<file path="src/rtl/extended_gcd_assert.svh">
// assertion macros for the extended gcd block
`ifndef EXTENDED_GCD_ASSERT_SVH
`define EXTENDED_GCD_ASSERT_SVH

// clocked check, masked while reset is high
`define EGCD_ASSERT(lbl, prop, msg) \
   lbl: assert property (@(posedge clock) disable iff (reset) prop) \
      else $error(msg);

// clocked check that also holds during reset
`define EGCD_ASSERT_ALWAYS(lbl, prop, msg) \
   lbl: assert property (@(posedge clock) prop) \
      else $error(msg);

`endif

</file>
<file path="src/rtl/egcd_pkg.sv">
`timescale 1ns / 1ps
package egcd_pkg;

   localparam int OPERAND_BITS_DEF = 31;
   localparam int OPND_W           = 31;
   localparam int GCD_W            = 31;
   localparam int COEF_W           = 32;

   // enables from the sequencer to the datapath
   typedef struct packed {
      logic ready;
      logic load;
      logic init;
      logic step;
      logic update;
      logic emit;
   } ctrl_type;

   // datapath flags
   typedef struct packed {
      logic r1_zero;
      logic cnt_nz;
   } dp_status_type;

   // everything the sequencer branches on
   typedef struct packed {
      logic          req_valid;
      logic          out_busy;
      dp_status_type dp;
   } seq_status_type;

endpackage

</file>
<file path="src/rtl/egcd_req_if.sv">
`timescale 1ns / 1ps
interface egcd_req_if import egcd_pkg::*; ();
   logic              valid;
   logic              ready;
   logic [OPND_W-1:0] operand_a;
   logic [OPND_W-1:0] operand_b;

   modport source (output valid, output operand_a, output operand_b, input ready);
   modport sink   (input valid, input operand_a, input operand_b, output ready);
endinterface

</file>
<file path="src/rtl/egcd_rsp_if.sv">
`timescale 1ns / 1ps
interface egcd_rsp_if import egcd_pkg::*; ();
   logic                     valid;
   logic                     ready;
   logic [GCD_W-1:0]         gcd_value;
   logic signed [COEF_W-1:0] coeff_a;
   logic signed [COEF_W-1:0] coeff_b;

   modport source (output valid, output gcd_value, output coeff_a, output coeff_b,
                   input ready);
   modport sink   (input valid, input gcd_value, input coeff_a, input coeff_b,
                   output ready);
endinterface

</file>
<file path="src/rtl/egcd_seq.sv">
`timescale 1ns / 1ps
module egcd_seq import egcd_pkg::*; (
   input  logic           clock,
   input  logic           reset,
   input  seq_status_type status,
   output ctrl_type       ctrl
);

   localparam logic [2:0] OP_NOP    = 3'd0;
   localparam logic [2:0] OP_LOAD   = 3'd1;
   localparam logic [2:0] OP_INIT   = 3'd2;
   localparam logic [2:0] OP_STEP   = 3'd3;
   localparam logic [2:0] OP_UPDATE = 3'd4;
   localparam logic [2:0] OP_EMIT   = 3'd5;

   localparam logic [2:0] JMP_NEVER    = 3'd0;
   localparam logic [2:0] JMP_ALWAYS   = 3'd1;
   localparam logic [2:0] JMP_NO_REQ   = 3'd2;
   localparam logic [2:0] JMP_R1_ZERO  = 3'd3;
   localparam logic [2:0] JMP_CNT_NZ   = 3'd4;
   localparam logic [2:0] JMP_OUT_BUSY = 3'd5;

   localparam logic [2:0] PC_LOAD = 3'd0;
   localparam logic [2:0] PC_TEST = 3'd1;
   localparam logic [2:0] PC_STEP = 3'd3;
   localparam logic [2:0] PC_EMIT = 3'd5;

   typedef struct packed {
      logic [2:0] op;
      logic [2:0] cond;
      logic [2:0] target;
   } ucode_type;

   // microprogram
   function automatic ucode_type fetch(input logic [2:0] pc);
      ucode_type w;
      case (pc)
         3'd0:    w = '{op: OP_LOAD,   cond: JMP_NO_REQ,   target: PC_LOAD};
         3'd1:    w = '{op: OP_NOP,    cond: JMP_R1_ZERO,  target: PC_EMIT};
         3'd2:    w = '{op: OP_INIT,   cond: JMP_NEVER,    target: PC_LOAD};
         3'd3:    w = '{op: OP_STEP,   cond: JMP_CNT_NZ,   target: PC_STEP};
         3'd4:    w = '{op: OP_UPDATE, cond: JMP_ALWAYS,   target: PC_TEST};
         3'd5:    w = '{op: OP_EMIT,   cond: JMP_OUT_BUSY, target: PC_EMIT};
         default: w = '{op: OP_NOP,    cond: JMP_ALWAYS,   target: PC_LOAD};
      endcase
      return w;
   endfunction

   logic [2:0] pc_ff, pc_in;
   ucode_type  uword;
   logic       take;

   assign uword = fetch(pc_ff);

   always_comb begin
      case (uword.cond)
         JMP_NEVER:    take = 1'b0;
         JMP_ALWAYS:   take = 1'b1;
         JMP_NO_REQ:   take = !status.req_valid;
         JMP_R1_ZERO:  take = status.dp.r1_zero;
         JMP_CNT_NZ:   take = status.dp.cnt_nz;
         JMP_OUT_BUSY: take = status.out_busy;
         default:      take = 1'b1;
      endcase
      pc_in = take ? uword.target : pc_ff + 3'd1;
   end

   always_ff @(posedge clock) begin
      if (reset) begin
         pc_ff <= PC_LOAD;
      end else begin
         pc_ff <= pc_in;
      end
   end

   always_comb begin
      ctrl.ready  = (uword.op == OP_LOAD);
      ctrl.load   = (uword.op == OP_LOAD) && status.req_valid;
      ctrl.init   = (uword.op == OP_INIT);
      ctrl.step   = (uword.op == OP_STEP);
      ctrl.update = (uword.op == OP_UPDATE);
      ctrl.emit   = (uword.op == OP_EMIT) && !status.out_busy;
   end

endmodule

</file>
<file path="src/rtl/egcd_dp.sv">
`timescale 1ns / 1ps
module egcd_dp import egcd_pkg::*; #(
   parameter int OPERAND_BITS = OPERAND_BITS_DEF
) (
   input  logic               clock,
   input  ctrl_type           ctrl,
   input  logic [OPND_W-1:0]  operand_a,
   input  logic [OPND_W-1:0]  operand_b,
   output dp_status_type      status,
   output logic [GCD_W-1:0]   gcd,
   output logic [COEF_W-1:0]  coeff_a,
   output logic [COEF_W-1:0]  coeff_b
);

   localparam int W     = OPERAND_BITS;
   localparam int CNT_W = $clog2(OPERAND_BITS);

   logic [W-1:0]      r0_ff, r0_in, r1_ff, r1_in;
   logic [W-1:0]      dvd_ff, dvd_in, rem_ff, rem_in;
   logic [COEF_W-1:0] s0_ff, s0_in, s1_ff, s1_in;
   logic [COEF_W-1:0] t0_ff, t0_in, t1_ff, t1_in;
   logic [COEF_W-1:0] sacc_ff, sacc_in, tacc_ff, tacc_in;
   logic [CNT_W-1:0]  cnt_ff, cnt_in;

   logic [W:0] trial, diff;
   logic       qbit;

   // one restoring division step, quotient bits msb first
   assign trial = {rem_ff, dvd_ff[W-1]};
   assign diff  = trial - {1'b0, r1_ff};
   assign qbit  = !diff[W];

   always_comb begin
      r0_in   = r0_ff;
      r1_in   = r1_ff;
      dvd_in  = dvd_ff;
      rem_in  = rem_ff;
      s0_in   = s0_ff;
      s1_in   = s1_ff;
      t0_in   = t0_ff;
      t1_in   = t1_ff;
      sacc_in = sacc_ff;
      tacc_in = tacc_ff;
      cnt_in  = cnt_ff;
      if (ctrl.load) begin
         r0_in = W'(operand_a);
         r1_in = W'(operand_b);
         s0_in = COEF_W'(1);
         s1_in = '0;
         t0_in = '0;
         t1_in = COEF_W'(1);
      end
      if (ctrl.init) begin
         rem_in  = '0;
         dvd_in  = r0_ff;
         sacc_in = '0;
         tacc_in = '0;
         cnt_in  = CNT_W'(W - 1);
      end
      if (ctrl.step) begin
         rem_in  = qbit ? diff[W-1:0] : trial[W-1:0];
         dvd_in  = {dvd_ff[W-2:0], 1'b0};
         // q*s1 and q*t1 built up bit by bit, modulo the coefficient width
         sacc_in = {sacc_ff[COEF_W-2:0], 1'b0} + (qbit ? s1_ff : '0);
         tacc_in = {tacc_ff[COEF_W-2:0], 1'b0} + (qbit ? t1_ff : '0);
         cnt_in  = cnt_ff - CNT_W'(1);
      end
      if (ctrl.update) begin
         r0_in = r1_ff;
         r1_in = rem_ff;
         s0_in = s1_ff;
         s1_in = s0_ff - sacc_ff;
         t0_in = t1_ff;
         t1_in = t0_ff - tacc_ff;
      end
   end

   always_ff @(posedge clock) begin
      r0_ff   <= r0_in;
      r1_ff   <= r1_in;
      dvd_ff  <= dvd_in;
      rem_ff  <= rem_in;
      s0_ff   <= s0_in;
      s1_ff   <= s1_in;
      t0_ff   <= t0_in;
      t1_ff   <= t1_in;
      sacc_ff <= sacc_in;
      tacc_ff <= tacc_in;
      cnt_ff  <= cnt_in;
   end

   assign status.r1_zero = (r1_ff == '0);
   assign status.cnt_nz  = (cnt_ff != '0);
   assign gcd            = GCD_W'(r0_ff);
   assign coeff_a        = s0_ff;
   assign coeff_b        = t0_ff;

endmodule

</file>
<file path="src/rtl/extended_gcd.sv">
`timescale 1ns / 1ps
// extended_gcd: gcd and bezout coefficients of two unsigned operands
//
// req_chan carries operand_a and operand_b; a transaction is taken when
// valid and ready are both high. rsp_chan returns gcd_value, coeff_a and
// coeff_b with operand_a*coeff_a + operand_b*coeff_b = gcd_value.
// one item is worked on at a time. each euclid iteration tests the
// remainder, loads the shared shift-subtract divider, which retires one
// quotient bit per cycle, runs it over all OPERAND_BITS dividend bits and
// then updates remainders and coefficients. the number of iterations is
// at most about 45 at 31 bits, and zero when operand_b is zero.
// the result sits in an output register, so once it is loaded the block
// takes the next request while the receiver stalls; a second result waits
// in the sequencer until the register is free.
// reset (synchronous, active high) returns the sequencer to its wait step
// and empties the output register; no result is pending after reset.
module extended_gcd import egcd_pkg::*; #(
   parameter int OPERAND_BITS = OPERAND_BITS_DEF
) (
   input logic        clock,
   input logic        reset,
   egcd_req_if.sink   req_chan,
   egcd_rsp_if.source rsp_chan
);

`include "extended_gcd_assert.svh"

   ctrl_type       ctrl;
   dp_status_type  dp_stat;
   seq_status_type seq_stat;

   logic [GCD_W-1:0]  gcd_w;
   logic [COEF_W-1:0] ca_w, cb_w;

   // output register
   logic              rsp_valid_ff, rsp_valid_in;
   logic [GCD_W-1:0]  gcd_ff;
   logic [COEF_W-1:0] ca_ff, cb_ff;
   logic              out_busy;

   // holding a result the receiver has not taken yet
   assign out_busy = rsp_valid_ff && !rsp_chan.ready;

   assign seq_stat.req_valid = req_chan.valid;
   assign seq_stat.out_busy  = out_busy;
   assign seq_stat.dp        = dp_stat;

   // microcoded control: step counter plus control rom
   egcd_seq u_seq (
      .clock  (clock),
      .reset  (reset),
      .status (seq_stat),
      .ctrl   (ctrl)
   );

   // remainder, divider and coefficient registers
   egcd_dp #(
      .OPERAND_BITS (OPERAND_BITS)
   ) u_dp (
      .clock     (clock),
      .ctrl      (ctrl),
      .operand_a (req_chan.operand_a),
      .operand_b (req_chan.operand_b),
      .status    (dp_stat),
      .gcd       (gcd_w),
      .coeff_a   (ca_w),
      .coeff_b   (cb_w)
   );

   assign req_chan.ready = ctrl.ready;

   always_comb begin
      if (ctrl.emit) begin
         rsp_valid_in = 1'b1;
      end else if (rsp_chan.ready) begin
         rsp_valid_in = 1'b0;
      end else begin
         rsp_valid_in = rsp_valid_ff;
      end
   end

   always_ff @(posedge clock) begin
      if (reset) begin
         rsp_valid_ff <= 1'b0;
      end else begin
         rsp_valid_ff <= rsp_valid_in;
      end
   end

   // payload captured only when a finished result is handed over
   always_ff @(posedge clock) begin
      if (ctrl.emit) begin
         gcd_ff <= gcd_w;
         ca_ff  <= ca_w;
         cb_ff  <= cb_w;
      end
   end

   assign rsp_chan.valid     = rsp_valid_ff;
   assign rsp_chan.gcd_value = gcd_ff;
   assign rsp_chan.coeff_a   = ca_ff;
   assign rsp_chan.coeff_b   = cb_ff;

   // a result is only handed over once the remainder chain has ended
   `EGCD_ASSERT(a_emit_done, ctrl.emit |-> dp_stat.r1_zero, "result emitted before remainder reached zero")
   // a new result never overwrites one the receiver still holds off
   `EGCD_ASSERT(a_emit_free, ctrl.emit |-> !out_busy, "result emitted over a stalled one")
   // one item at a time: after a request transaction the input closes
   `EGCD_ASSERT(a_one_item, (req_chan.valid && req_chan.ready) |=> !req_chan.ready, "request taken while busy")
   // the sequencer never loads and emits in the same step
   `EGCD_ASSERT_ALWAYS(a_ctrl_excl, !(ctrl.load && ctrl.emit), "load and emit in the same cycle")

endmodule

</file>
<file path="src/flat_wrapper.sv">
// flat-port wrapper written by rule: the top's interface ports become plain ports
module extended_gcd_flat import egcd_pkg::*;
#(
   parameter int OPERAND_BITS = OPERAND_BITS_DEF
)
  (clock, reset, req_chan_valid, req_chan_operand_a, req_chan_operand_b, req_chan_ready, rsp_chan_valid, rsp_chan_gcd_value, rsp_chan_coeff_a, rsp_chan_coeff_b, rsp_chan_ready);
  egcd_req_if req_chan_i ();
  egcd_rsp_if rsp_chan_i ();
  input logic clock;
  input logic reset;
  input wire logic [$bits(req_chan_i.valid)-1:0] req_chan_valid;
  input wire logic [$bits(req_chan_i.operand_a)-1:0] req_chan_operand_a;
  input wire logic [$bits(req_chan_i.operand_b)-1:0] req_chan_operand_b;
  output wire logic [$bits(req_chan_i.ready)-1:0] req_chan_ready;
  output wire logic [$bits(rsp_chan_i.valid)-1:0] rsp_chan_valid;
  output wire logic [$bits(rsp_chan_i.gcd_value)-1:0] rsp_chan_gcd_value;
  output wire logic [$bits(rsp_chan_i.coeff_a)-1:0] rsp_chan_coeff_a;
  output wire logic [$bits(rsp_chan_i.coeff_b)-1:0] rsp_chan_coeff_b;
  input wire logic [$bits(rsp_chan_i.ready)-1:0] rsp_chan_ready;
  assign req_chan_i.valid = req_chan_valid;
  assign req_chan_i.operand_a = req_chan_operand_a;
  assign req_chan_i.operand_b = req_chan_operand_b;
  assign req_chan_ready = req_chan_i.ready;
  assign rsp_chan_valid = rsp_chan_i.valid;
  assign rsp_chan_gcd_value = rsp_chan_i.gcd_value;
  assign rsp_chan_coeff_a = rsp_chan_i.coeff_a;
  assign rsp_chan_coeff_b = rsp_chan_i.coeff_b;
  assign rsp_chan_i.ready = rsp_chan_ready;
  extended_gcd #(.OPERAND_BITS(OPERAND_BITS)) u_core (.clock(clock), .reset(reset), .req_chan(req_chan_i), .rsp_chan(rsp_chan_i));
endmodule
</file>
<file path="config.mk">
export PLATFORM = sky130hd
export DESIGN_NAME = extended_gcd_flat
export DESIGN_NICKNAME = d
export VERILOG_FILES = /design/src/rtl/egcd_pkg.sv /design/src/rtl/egcd_req_if.sv /design/src/rtl/egcd_rsp_if.sv /design/src/rtl/egcd_seq.sv /design/src/rtl/egcd_dp.sv /design/src/rtl/extended_gcd.sv /design/src/flat_wrapper.sv
export VERILOG_INCLUDE_DIRS = /design/src /design/src/rtl
export SDC_FILE = /design/constraint.sdc
export NUM_CORES = 1
export LEC_CHECK = 0
export BUFFER_PORTS_ARGS = -buffer_cell sky130_fd_sc_hd__buf_2
export CAP_MARGIN = 40
export CORE_AREA = 2 2 246 248
export DETAILED_ROUTE_END_ITERATION = 7
export DIE_AREA = 0 0 248 250
export PLACE_DENSITY = 0.67
export SLEW_MARGIN = 20
export SYNTH_ARGS = -nofsm -noshare
export SYNTH_HDL_FRONTEND = slang
export SYNTH_SLANG_ARGS = --single-unit
</file>
<file path="constraint.sdc">
create_clock -name clock -period 10.89 [get_ports clock]
set_clock_uncertainty 0.15 [all_clocks]
set_input_delay 0.5445 -clock clock [delete_from_list [all_inputs] [get_ports clock]]
set_output_delay 0.5445 -clock clock [all_outputs]
set_load 0.03 [all_outputs]
</file>
==> impl_metrics.ini <==
[min_path]
hold_path_class = input pin to flop
worstHoldPathCells = 2
hold_start = reset

[placed_design]
dp_hpwl_mm = 39.1
io_buffers = 162
pre_cts_slack_ns = 4.58
gp_congestion = 0.930

[yosys]
ys_top_cells_by_area = edfxtp_1 (53%), ha_1 (8.5%), nand2_1 (4.2%)
synth_seq_cells = 420
synth.avg_cell_area_um2 = 10.8
netlist_instances = 2176
synth_edf_count = 415
synthArstFlopShare = 0
seq_area_frac_synth = 0.535
yosys_warnings = 0
syn_area_um2 = 23500
syn-num-nets = 2407
synth_top_area_share = 0.531
synth-main-ff-cell = edfxtp_1
synth.distinct_cells = 67
yosysMostFrequentCell = edfxtp_1
synth_common_cells = edfxtp_1 (415), nand2_1 (263), ha_1 (160)
synth_area_leader_cell = edfxtp_1

[layout]
multiInputGateArea_um2 = 10100
diodes = 0
fin_nets = 2572
drive_gt1_frac = 0.115
syn2layout_area_growth_pct = 14.1
seq_area_um2 = 12600
fill_cells = 5486

[floorplan]
die_width_um = 248
coreArea_um2 = 59600
start_util = 0.394
rows = 90
dieArea_um2 = 62000
die_y_um = 250
ios = 163

[clock_tree]
clkSlewWorstSetupHoldPaths_ns = 0.06
cts-root-buf = clkbuf_16
cts_tree = done
clock_path_buffers = 3
post_cts_buffers = 0
clk_latency_ns = 0.60
cts_num_sinks = 420
ctsResizeCount = 0
h-tree-depth = 2
cts_made_buffers = 47
postCtsHoldBufs = 0

[worst_setup_path]
reg2reg_depth = 24
end_kind = flop
r2r_end = u_core.u_dp.sacc_ff[31]$_SDFFCE_PN0P_
path_class = flop to flop
r2r-start = u_core.u_dp.r1_ff[1]$_DFFE_PP_
critPathArrivalTime_ns = 6.56
r2r_slack_ns = 4.50
worstSetupStartpointType = flop
critPathMaxFanout = 47
cp.required_ns = 11.06

[sta]
setup_ws_ns = 4.50
hold_viol_final = 0
setup_viol = 0
max_slew_margin = 0.456
post-route-period-util = 0.587
rsz0062_at_grt = no
worst_pin_slew_ns = 0.816
whs_ns = 0.0667
maxSlewViolCount = 0
max_freq_mhz = 156
tns_ns = 0
fin_crit_ns = 6.39

[power_and_ir_drop]
power.switching_uw = 3920
p_int_uw = 5370
seqPwrFrac = 0.319
p_clk_frac = 0.173
ir_drop_mv = 0.146
power.density_nw_per_um2 = 347
combPwrFrac = 0.508
p_leak_uw = 0.0110
swShare = 0.422

[global_route]
grt_pass1_vias = 16548
antenna_found_initial = 0
grt_overflow = 0
grt_pass1_wl_mm = 88.5
grt_max_degree = 142
grt_util_all_layers = 0.179

[routing]
final_antenna_net_count = 0
routed-via-count = 16817
vias_per_cell = 5.33
routed_wl_mm = 56.3
drt-initial-drc-count = 1425
firstDrtPassIters = 5
post_drt_wl_per_cell_um = 17.8
drc = 0

[flow_run]
maxCapViolations = 0

[outcome]
status = finished clean
layout by cell type (no fill, tap or decap), types with 6 or more instances in the layout:
cell | netlist | layout
edfxtp_1 | 415 | 415
a21boi_0 | 8 | 8
nor3_1 | 40 | 39
ha_1 | 160 | 160
nor4_1 | 7 | 7
a22o_1 | 32 | 32
xor2_1 | 43 | 43
nand3_1 | 27 | 27
nand2_1 | 263 | 260
nand2b_1 | 25 | 25
o21bai_1 | 18 | 18
buf_2 | 4 | 163
inv_1 | 147 | 147
and3_1 | 18 | 18
clkinv_1 | 0 | 7
nand4_1 | 23 | 23
nor2b_1 | 16 | 15
or3_1 | 7 | 7
mux2i_1 | 8 | 8
o21a_1 | 21 | 21
o211ai_1 | 8 | 8
nor3b_1 | 6 | 6
a21oi_1 | 157 | 157
o21ai_0 | 99 | 99
clkinv_2 | 0 | 11
nor2_1 | 157 | 157
clkbuf_16 | 0 | 48
a211oi_1 | 14 | 14
a21o_1 | 75 | 75
buf_4 | 0 | 13
a31oi_1 | 15 | 15
xnor2_1 | 73 | 73
and2_1 | 140 | 139
critical path: stages, from the launching register on:
cell,delay (ns)
edfxtp_1,0.43
inv_1,0.10
ha_1,0.22
nor2b_1,0.14
o31ai_1,0.38
a211o_1,0.25
a21oi_1,0.10
or3_4,0.43
a41oi_4,0.29
o21ai_4,0.14
xor2_4,0.17
buf_4,0.28
and2_1,0.23
ha_1,0.21
fa_1,0.43
a21o_1,0.22
a221o_1,0.38
o211ai_1,0.23
nand4_1,0.15
a311o_1,0.35
a41oi_1,0.31
nor3b_1,0.09
a31oi_1,0.20
a22o_1,0.16
a21oi_1,0.06
flip-flops by register name, indices dropped and copies added (netlist names), 2 cells and up, named ones only:
name                       count
u_core.u_dp.s1_ff             32
u_core.u_dp.tacc_ff           32
u_core.u_dp.r1_ff             31
u_core.u_dp.coeff_b           32
u_core.rsp_chan.coeff_a       32
u_core.rsp_chan.gcd_value     31
u_core.u_dp.t1_ff             32
u_core.rsp_chan.coeff_b       32
u_core.u_dp.gcd               31
u_core.u_seq.pc_ff             2
u_core.u_dp.rem_ff            31
u_core.u_dp.dvd_ff            31
u_core.u_dp.coeff_a           32
u_core.u_dp.sacc_ff           32
u_core.u_dp.cnt_ff             5
how the worst max path moves through the flow:
stage,from,endpoint,slack [ns],cells after the start
floorplan,u_core.u_seq.pc_ff[2]$_SDFF_PP0_,u_core.u_dp.coeff_a[0]$_SDFFCE_PN1P_,3.96,6
global placement,u_core.u_dp.r1_ff[1]$_DFFE_PP_,u_core.u_dp.sacc_ff[31]$_SDFFCE_PN0P_,4.63,24
detailed placement,u_core.u_dp.r1_ff[1]$_DFFE_PP_,u_core.u_dp.sacc_ff[22]$_SDFFCE_PN0P_,4.58,23
CTS,u_core.u_dp.r1_ff[1]$_DFFE_PP_,u_core.u_dp.sacc_ff[31]$_SDFFCE_PN0P_,4.57,24
global route,u_core.u_dp.r1_ff[1]$_DFFE_PP_,u_core.u_dp.tacc_ff[31]$_SDFFCE_PN0P_,4.03,24
finish,u_core.u_dp.r1_ff[1]$_DFFE_PP_,u_core.u_dp.sacc_ff[31]$_SDFFCE_PN0P_,4.50,24
cell type report:
type                    instances  area share
clock buffers                  53      0.0463
well taps                     782      0.0365
repair buffers                182      0.0380
inverters                     147      0.0206
flip-flops and latches        420       0.469
multi-input cells            1543       0.378
clock inverters                31      0.0114
power groups by stage:
stage	clock network, uW	registers, uW	logic (uW)
floorplan	0	3000	3580
global placement	0	2990	4510
detailed placement	0	2990	4640
CTS	1650	2970	4680
global route	1710	3020	5240
finish	1610	2960	4720
through the flow:
stage	util	total power, uW	instances	instance area (um^2)
after floorplan	-	6580	2176	23500
after global placement	0.422	7500	3068	25100
after detailed placement	0.423	7640	3071	25200
after CTS	0.448	9300	3155	26700
after global routing	0.449	9970	3158	26800
final	0.449	9290	3158	26800
routing by layer:
metal | up-vias | GRT usage | part of all wire
met3 | 90 | 0.0269 | 0.055
li1 | 8162 | - | -
met1 | 8076 | 0.247 | 0.45
met4 | 0 | 0.0494 | 0.022
met2 | 489 | 0.293 | 0.47
met5 | - | 0 | 0
logic make-up (layout without fill, tap and decap cells):
kind of cell	after synthesis	count (layout)	synth area share
compound gates	507	507	0.140
flops	420	420	0.535
simple gates	745	745	0.152
fa+ha+maj	165	165	0.0896
xor+xnor	118	118	0.0452
buf+inv	213	413	0.0349
mux	8	8	0.00341
Power figures use the tool's default switching activity.
